`config.mk`:
```
export PLATFORM = sky130hd
export DESIGN_NAME = satl_ram
export DESIGN_NICKNAME = d
export VERILOG_FILES = /design/src/satl_ram.sv
export SDC_FILE = /design/constraint.sdc
export NUM_CORES = 2
export LEC_CHECK = 0
export BUFFER_PORTS_ARGS = -buffer_cell sky130_fd_sc_hd__buf_2
export CAP_MARGIN = 25
export CELL_PAD_IN_SITES_DETAIL_PLACEMENT = 0
export CELL_PAD_IN_SITES_GLOBAL_PLACEMENT = 1
export CORE_MARGIN = 2
export CORE_UTILIZATION = 56
export CTS_CLUSTER_DIAMETER = 150
export DETAILED_ROUTE_END_ITERATION = 8
export GPL_ROUTABILITY_DRIVEN = 0
export PLACE_DENSITY_LB_ADDON = 0.08
export SLEW_MARGIN = 20
export SYNTH_ARGS = -nofsm -noshare
export SYNTH_HDL_FRONTEND = slang
export SYNTH_SLANG_ARGS = --single-unit
```
`constraint.sdc`:
```
create_clock -name clk -period 4.2 [get_ports clk]
set_input_delay 1.26 -clock clk [delete_from_list [all_inputs] [get_ports clk]]
set_output_delay 1.26 -clock clk [all_outputs]
set_load 0.005 [all_outputs]
```
`src/satl_ram.sv`:
```
// Simple dual-port synchronous RAM with a registered read, one write port.
// Used for the tag rows and for the valid and recency rows; no dependencies.
module satl_ram #(
  parameter int unsigned WIDTH = 8,
  parameter int unsigned DEPTH = 256,
  parameter int unsigned AW    = 8
) (
  input  logic             clk,
  input  logic             we,
  input  logic [AW-1:0]    waddr,
  input  logic [WIDTH-1:0] wdata,
  input  logic             re,
  input  logic [AW-1:0]    raddr,
  output logic [WIDTH-1:0] rdata
);

  logic [WIDTH-1:0] mem [DEPTH];

  always_ff @(posedge clk) begin
    if (we) begin
      mem[waddr] <= wdata;
    end
  end

  always_ff @(posedge clk) begin
    if (re) begin
      rdata <= mem[raddr];
    end
  end

endmodule

```
==> results.toml <==
[route]
dr_wl_met3_mm = 17.0
wl_mm = 199
routedLengthMet1_mm = 79.9
drtIter0Drc = 5269
vias = 40100
met2_length_mm = 96.7
drc_errors = 0
via_per_inst = 6.41
ant_nets = 0
post_drt_wl_per_cell_um = 31.8
first_pass_iters = 7
routed.top_layer = "met5"

[sta]
setup_slack_ns = 0.458
slew_viol_final = 0
skew_ns = 0.0257
rsz0062_at_grt = "false"
setup_viol = 0
holdWs_ns = 0.866
worst_slew_pin_slew_ns = 1.05
maxSlewHeadroom_pct = 30.1
min_period_ns = 3.74
min_period_over_period_pct = 89.1
timing.fmax_mhz = 267
hold_violations = 0

[pwr]
switchingPower_mw = 8.78
total_power_mw = 42.6
leakagePower_nw = 29.2
swShare_pct = 20.6
peakVddDrop_uv = 373
powerDensity_nw_per_um2 = 465
pwr-share-clk_pct = 41.7
pwr-share-seq_pct = 53.2
p_comb_share_pct = 5.1
power.internal_mw = 33.8

[clock_network]
ctsResizeCount = 0
postCtsSetupBuffers = 0
cts-root-buf = "clkbuf_16"
hold_buffers = 0
tritoncts = "done"
insertion_delay_ns = 0.82
path_clk_slew_ns = 0.06
clockBufferDepth = 3
cts_made_buffers = 202
clock-sinks = 2056
h-tree-depth = 4

[synth]
syn_nets = 3760
syn_avg_cell_area_um2 = 21.3
ys_seq_area_share_pct = 77.5
synth.distinct_cells = 54
synth_area_um2 = 79600
synth_edf_count = 2056
ys_warn_count = 0
ys_seq_elements = 2056
syn_inst = 3733
synthArstFlopShare_pct = 0
yosys_most_used_dff = "edfxtp_1"

[min_path]
hold_start = "re"
hold_path_depth = 1
min_to = "rdata[6]"
hold_class = "in2reg"

[placement]
hpwl_mm = 127
dpl_cell_area_um2 = 84900
dp_slack_ns = -0.311
numPortBuffers = 34

[floorplanning]
core_area_um2 = 141000
rows = 138
io_pins = 35
dieArea_um2 = 145000
fp.dieH_um = 381
start_util_pct = 56.3
die_x_um = 381

[finish]
final_util_pct = 64.7
final_common_cell = "edfxtp_1"
fin_nets = 4230
final_cell_mix = "edfxtp_1, mux4_2, buf_4, nor2_1, clkbuf_16"
syn_to_final_growth_pct = 14.9
layout-drive-gt1-share_pct = 28.6
design_area_um2 = 91500

[worst_setup_path]
cp_max_fo = 50
reg2reg_slack_ns = 1.09
crit_buf_inv = 4
r2r_end = "rdata[3]"
crit_chain = "buf_8, buf_12, buf_12, mux4_2, a22oi_1, a21oi_1, nor4_1, buf_4, nor4_1"
rr_startpoint = "mem[26][3]"
slowest_stage = "nor4_1"
critPathLaunchType = "input pin"
path_delay_family = "buffers and inverters"
crit_path_max_incr_delay_ns = 0.76
path_class = "in2reg"
crit_arrival_ns = 4.30
required_ns = 4.76
rr_worst_depth = 7
end_kind = "flip-flop"

[run]
max_cap_violations = 0

[grt]
antenna_found_initial = 9
grt_pass1_vias = 40500
grt_pass1_wl_mm = 287
grt_use_total_pct = 27.7
overflow = 0
grt_start_max_net_pins = 123

[outcome]
status = "finished clean"
==> sequential cells by signal, summed over array words and instances, names as in the netlist <==
name	cells
mem	2048
rdata	8
==> layer usage <==
layer	global-route usage (%)	vias to the layer above
met5	0	-
met4	8.13	6
met3	5.39	310
met2	43.9	1935
met1	40.0	21200
li1	-	16700
==> power by group through the flow <==
stage	sequential [mW]	combinational [mW]	clock, mW
2_1_floorplan	23.1	1.10	0
3_3_place_gp	23.1	2.12	0
3_5_place_dp	23.1	2.17	0
4_1_cts	22.6	2.17	18.0
5_1_grt	22.6	2.27	18.8
6_report	22.7	2.16	17.8
==> stage by stage <==
step / std cells / TNS, ns
after detailed placement: 5888 / -1.20
after CTS: 6258 / 0
after global routing: 6259 / 0
after global placement: 5888 / -1.17
after floorplan: 3733 / 0
final: 6263 / 0
==> cell families after synthesis <==
family          share of synthesized area [%]
compound gates                           3.42
simple gates                             2.63
mux                                      14.6
flops                                    77.5
buf+inv                                  1.83
==> synthesized netlist by cell type (all sizes together), types with 2 or more instances <==
cell | count | share of area [%]
edfxtp | 2056 | 78
mux4 | 456 | 13
nor2 | 282 | 1.3
mux2i | 134 | 1.7
a22oi | 133 | 1.3
buf | 122 | 1.3
clkbuf | 111 | 0.52
a21oi | 96 | 0.60
o221ai | 47 | 0.52
nand3 | 34 | 0.21
nand2 | 33 | 0.16
nor2b | 31 | 0.24
o22ai | 28 | 0.22
nor4 | 27 | 0.24
nor3 | 22 | 0.14
a211oi | 16 | 0.15
a221oi | 14 | 0.16
o21ai | 12 | 0.075
nand4 | 10 | 0.079
o211ai | 10 | 0.094
a22o | 8 | 0.088
nand2b | 8 | 0.063
and2 | 6 | 0.047
a2111oi | 5 | 0.066
o22a | 5 | 0.055
o32ai | 5 | 0.064
or2 | 4 | 0.031
a311oi | 2 | 0.022
a31oi | 2 | 0.016
and3b | 2 | 0.022
nand3b | 2 | 0.019
==> cell type report <==
cell class              instances  area [um^2]
inverters                       2         7.51
diodes                          4         10.0
multi-input cells            1442        16500
repair buffers                499         4360
clock buffers                 256         5390
flip-flops and latches       2056        61700
clock inverters               114         1120
well taps                    1890         2360
fillers                      9340        49900
==> how the worst max path moves through the flow <==
stage               cells past startpoint      from       end
floorplan                               9  raddr[0]  rdata[2]
global placement                        9  raddr[1]  rdata[6]
detailed placement                      9  raddr[1]  rdata[6]
CTS                                     9  raddr[1]  rdata[6]
global route                           10  raddr[0]  rdata[4]
finish                                  9  raddr[1]  rdata[4]
Power figures use the tool's default switching activity.
