## src/satl_pkg.sv

```systemverilog
// Package for the set-associative cache tag store with LRU replacement.
// Holds default geometry, item structs, register indexes and shared types.
// Used by the lookup, top-level and checker modules; depends on nothing.
package satl_pkg;

  localparam int unsigned DefWays      = 2;
  localparam int unsigned DefSets      = 256;
  localparam int unsigned DefLineBytes = 64;
  localparam int unsigned DefAddrBits  = 64;

  localparam logic [31:0] HitLatencyReset  = 32'd1;
  localparam logic [31:0] MissPenaltyReset = 32'd10;

  typedef enum logic {
    CFG_HIT_LATENCY  = 1'b0,
    CFG_MISS_PENALTY = 1'b1
  } satl_cfg_idx_t;

  typedef struct packed {
    logic [63:0] address;
    logic        speculative;
    logic [63:0] start_cycle;
    logic [31:0] next_level_latency;
  } satl_in_t;

  typedef struct packed {
    logic        hit;
    logic [32:0] latency;
    logic [63:0] finish_cycle;
    logic [63:0] access_count;
    logic [63:0] hit_count;
    logic [63:0] miss_count;
    logic [63:0] fill_count;
  } satl_out_t;

  typedef struct packed {
    logic hit;
    logic fill;
  } satl_lookup_t;

endpackage

```

## src/satl_lookup.sv

```systemverilog
// Tag compare, victim choice and true-LRU promotion for one set row.
// Depends on satl_pkg for the lookup status struct.
module satl_lookup #(
  parameter int unsigned WAYS  = 2,
  parameter int unsigned TAG_W = 50,
  parameter int unsigned LRU_W = 1
) (
  input  logic [TAG_W-1:0]            tag,
  input  logic                        spec,
  input  logic [WAYS*TAG_W-1:0]       tag_row,
  input  logic [WAYS*(LRU_W+1)-1:0]   meta_row,
  output satl_pkg::satl_lookup_t      status,
  output logic [WAYS*TAG_W-1:0]       tag_row_next,
  output logic [WAYS*(LRU_W+1)-1:0]   meta_row_next
);
  import satl_pkg::*;

  logic [WAYS-1:0]  valid;
  logic [WAYS-1:0]  valid_next;
  logic [LRU_W-1:0] order      [WAYS];
  logic [LRU_W-1:0] order_next [WAYS];
  logic             hit;
  logic [LRU_W-1:0] hit_way;
  logic             inv_found;
  logic [LRU_W-1:0] inv_way;
  logic [LRU_W-1:0] victim;
  logic [LRU_W-1:0] tgt_way;
  logic             fill;
  logic             found;
  logic [LRU_W-1:0] pos;

  always_comb begin
    valid = meta_row[WAYS-1:0];
    for (int w = 0; w < WAYS; w++) begin
      order[w] = meta_row[WAYS + w*LRU_W +: LRU_W];
    end

    hit = 1'b0;
    hit_way = '0;
    inv_found = 1'b0;
    inv_way = '0;
    for (int w = WAYS - 1; w >= 0; w--) begin
      if (valid[w] && (tag_row[w*TAG_W +: TAG_W] == tag)) begin
        hit = 1'b1;
        hit_way = LRU_W'(w);
      end
      if (!valid[w]) begin
        inv_found = 1'b1;
        inv_way = LRU_W'(w);
      end
    end

    victim = inv_found ? inv_way : order[WAYS-1];
    fill = !hit && !spec;
    tgt_way = hit ? hit_way : victim;

    found = 1'b0;
    pos = '0;
    for (int p = WAYS - 1; p >= 0; p--) begin
      if (order[p] == tgt_way) begin
        found = 1'b1;
        pos = LRU_W'(p);
      end
    end

    order_next[0] = (!spec && found) ? tgt_way : order[0];
    for (int p = 1; p < WAYS; p++) begin
      if (!spec && found && (LRU_W'(p) <= pos)) begin
        order_next[p] = order[p-1];
      end else begin
        order_next[p] = order[p];
      end
    end

    valid_next = valid;
    tag_row_next = tag_row;
    if (fill) begin
      valid_next[victim] = 1'b1;
      tag_row_next[victim*TAG_W +: TAG_W] = tag;
    end

    meta_row_next[WAYS-1:0] = valid_next;
    for (int w = 0; w < WAYS; w++) begin
      meta_row_next[WAYS + w*LRU_W +: LRU_W] = order_next[w];
    end

    status.hit = hit;
    status.fill = fill;
  end

endmodule

```

## config.mk

```make
export PLATFORM = sky130hd
export DESIGN_NAME = satl_lookup
export DESIGN_NICKNAME = d
export VERILOG_FILES = /design/src/satl_pkg.sv /design/src/satl_lookup.sv
export SDC_FILE = /design/constraint.sdc
export NUM_CORES = 1
export LEC_CHECK = 0
export ABC_CLOCK_PERIOD_IN_PS = 2500
export BUFFER_PORTS_ARGS = -buffer_cell sky130_fd_sc_hd__buf_2
export CAP_MARGIN = 10
export CORE_AREA = 2 2 101 103
export DETAILED_ROUTE_END_ITERATION = 12
export DIE_AREA = 0 0 103 105
export GPL_ROUTABILITY_DRIVEN = 0
export GPL_TIMING_DRIVEN = 0
export PLACE_DENSITY = 0.62
export SYNTH_ARGS = -nofsm -noshare
export SYNTH_HDL_FRONTEND = slang
export SYNTH_SLANG_ARGS = --single-unit
```

## constraint.sdc

```tcl
create_clock -name vclk -period 2.5
set_input_delay 0.125 -clock vclk [all_inputs]
set_output_delay 0.125 -clock vclk [all_outputs]
set_load 0.005 [all_outputs]
```

==> flow_summary.json <==
{
  "slew_headroom_pct": 60.1,
  "worst_slack_ps": -0.457,
  "total_power_mw": 1.09,
  "synth_area_sq_um": 2740,
  "fin_nets": 710,
  "status": "complete, but fails checks",
  "yosys_warnings": 0,
  "synth_cell_type_count": 37,
  "timing_max_transition_violations_final": 0,
  "fp.dieW_microns": 103,
  "grt_pass1_wl_mm": 17.9,
  "p_leak_nw": 2.53,
  "worst_slew_pin_slew_ps": 598,
  "end_kind": "output port",
  "rsz0062_at_grt": "true",
  "max_freq_ghz": 0.400,
  "peakVddDrop_uv": 109,
  "startpoint_type": "primary input",
  "diodes": 0,
  "grt_pass1_vias": 3273,
  "firstDrtPassIters": 4,
  "yosys.area.top_type_share_pct": 24.7,
  "synth_area_leader_cell": "mux2_4",
  "yosysSeqAreaShare_pct": 0,
  "syn_to_final_growth_pct": 89.2,
  "avgViaCountPerCell": 4.84,
  "p_per_area_nw_per_um2": 210,
  "maxCapViolations": 0,
  "rows": 36,
  "final_hold_viol_count": 0,
  "grt_max_degree": 11,
  "drcViolationCount": 0,
  "hpwl_mm": 10.5,
  "cp.required_ps": 2380,
  "crit_fanout": 10,
  "synthesis.nets": 439,
  "min_period_over_period_pct": 100,
  "num-fill-cells": 934,
  "avgSynthCellArea_sq_um": 9.64,
  "vias": 3323,
  "synth.area.top_cells": "mux2_4 25%, xnor2_1 22%, mux2_2 21%",
  "period_minus_slack_ps": 2500,
  "post-place-ws_ps": -566,
  "initial_core_util_pct": 28.4,
  "synth_most_common_cell": "xnor2_1",
  "die_h_microns": 105,
  "crit_arrival_ps": 2380,
  "nFlopsAndLatches": 0,
  "drive_gt1_share_pct": 73.1,
  "setup.worst_path.class": "in -> out",
  "hold_buffers": 0,
  "wirelength_mm": 13.8,
  "violations": "setup timing",
  "port_buffers": 261,
  "ant_nets": 0,
  "core_sq_um": 9640,
  "setup_viol": 1,
  "antenna_found_initial": 0,
  "syn_inst": 284,
  "hold_path_class": "in -> out",
  "grt_use_total_pct": 21.6,
  "final-seq-area_sq_um": 0,
  "grt_remaining_overflow": 0,
  "n_clock_buffer": 0,
  "avgRoutedWirePerCell_microns": 20.2,
  "first_iter_violations": 123,
  "pin_count": 261,
  "die-area_sq_um": 10800,
  "synth_common_cells": "69 x xnor2_1, 50 x mux2_2, 45 x mux2_4"
}
[cell usage in the layout, fill, tap and decap left out, types with 2 or more instances in the layout]
| cell | n |
|---|---|
| xnor2_1 | 67 |
| buf_6 | 65 |
| xor2_4 | 5 |
| o21ai_0 | 7 |
| buf_2 | 194 |
| mux2_2 | 13 |
| nor2_1 | 3 |
| buf_4 | 10 |
| inv_1 | 11 |
| o22ai_1 | 3 |
| clkbuf_16 | 2 |
| nor4_2 | 3 |
| nor2b_1 | 2 |
| xor2_2 | 4 |
| nor4_4 | 4 |
| buf_12 | 11 |
| xnor2_2 | 2 |
| nand4_1 | 17 |
| mux2_4 | 82 |
| nand2b_1 | 3 |
| xor2_1 | 13 |
| nand2_1 | 3 |
| nand3_1 | 8 |
[final timing paths]
path / end / slack (ps) / start / cells past startpoint
setup / recovery: tag_row_next[42] / -0.5 / tag_row[74] / 12
hold / removal: meta_row_next[1] / 540 / meta_row[1] / 3
[routing by layer]
layer	vias to the layer above	wire length, microns	GRT usage, %
met5	-	0	0
met4	0	133	1.79
met3	11	934	2.27
met2	160	7380	40.7
met1	1580	5390	26.8
li1	1572	-	-
[stage by stage]
stage          hold WS [ps]  setup TNS (ps)  utilization (%)  instance area (sq um)  std cells
2_1_floorplan           323               0                -                   2740        284
4_1_cts                 540            -778             45.6                   4400        683
5_1_grt                 564           -4150             53.7                   5180        686
6_report                540          -0.457             53.7                   5180        686
3_3_place_gp            535          -47740             43.7                   4210        678
3_5_place_dp            540          -47970             43.7                   4210        678
[what timing repair did]
| action | 4_1_cts | 5_1_grt |
|---|---|---|
| gates cloned | 1 | 2 |
| endpoints found under the setup margin | 100 | 100 |
| pin swaps | 5 | 8 |
| resized for setup | 32 | 134 |
| buffers inserted | 4 | 2 |
[critical path: stages]
cell and delay [ps]:
buf_2 120, xor2_2 180, nor4_4 300, nand4_1 230, nor4_4 180, buf_4 180
a311oi_4 120, nand2b_1 130, buf_6 160, buf_12 170, mux2_2 340, buf_2 130
[layout make-up]
class	instances	area (sq um)	area share (%)
inverters	11	41.3	0.798
well taps	133	166	3.21
multi-input cells	259	2890	55.9
repair buffers	270	1850	35.7
plain buffers	13	226	4.38
[where the power goes]
group / internal, mW / switching, mW
clock: 0 / 0
sequential: 0 / 0
combinational: 0.630 / 0.455
[cells by family after synthesis]
| logic type | Yosys count | share of synthesized area [%] |
|---|---|---|
| AND/OR/NAND/NOR | 52 | 12.1 |
| buffers and inverters | 25 | 7.36 |
| multiplexers | 95 | 45.3 |
| AO/OA/AOI/OAI | 21 | 6.13 |
| XOR/XNOR | 91 | 29.1 |
No activity file was read; power rests on OpenSTA's default activity.
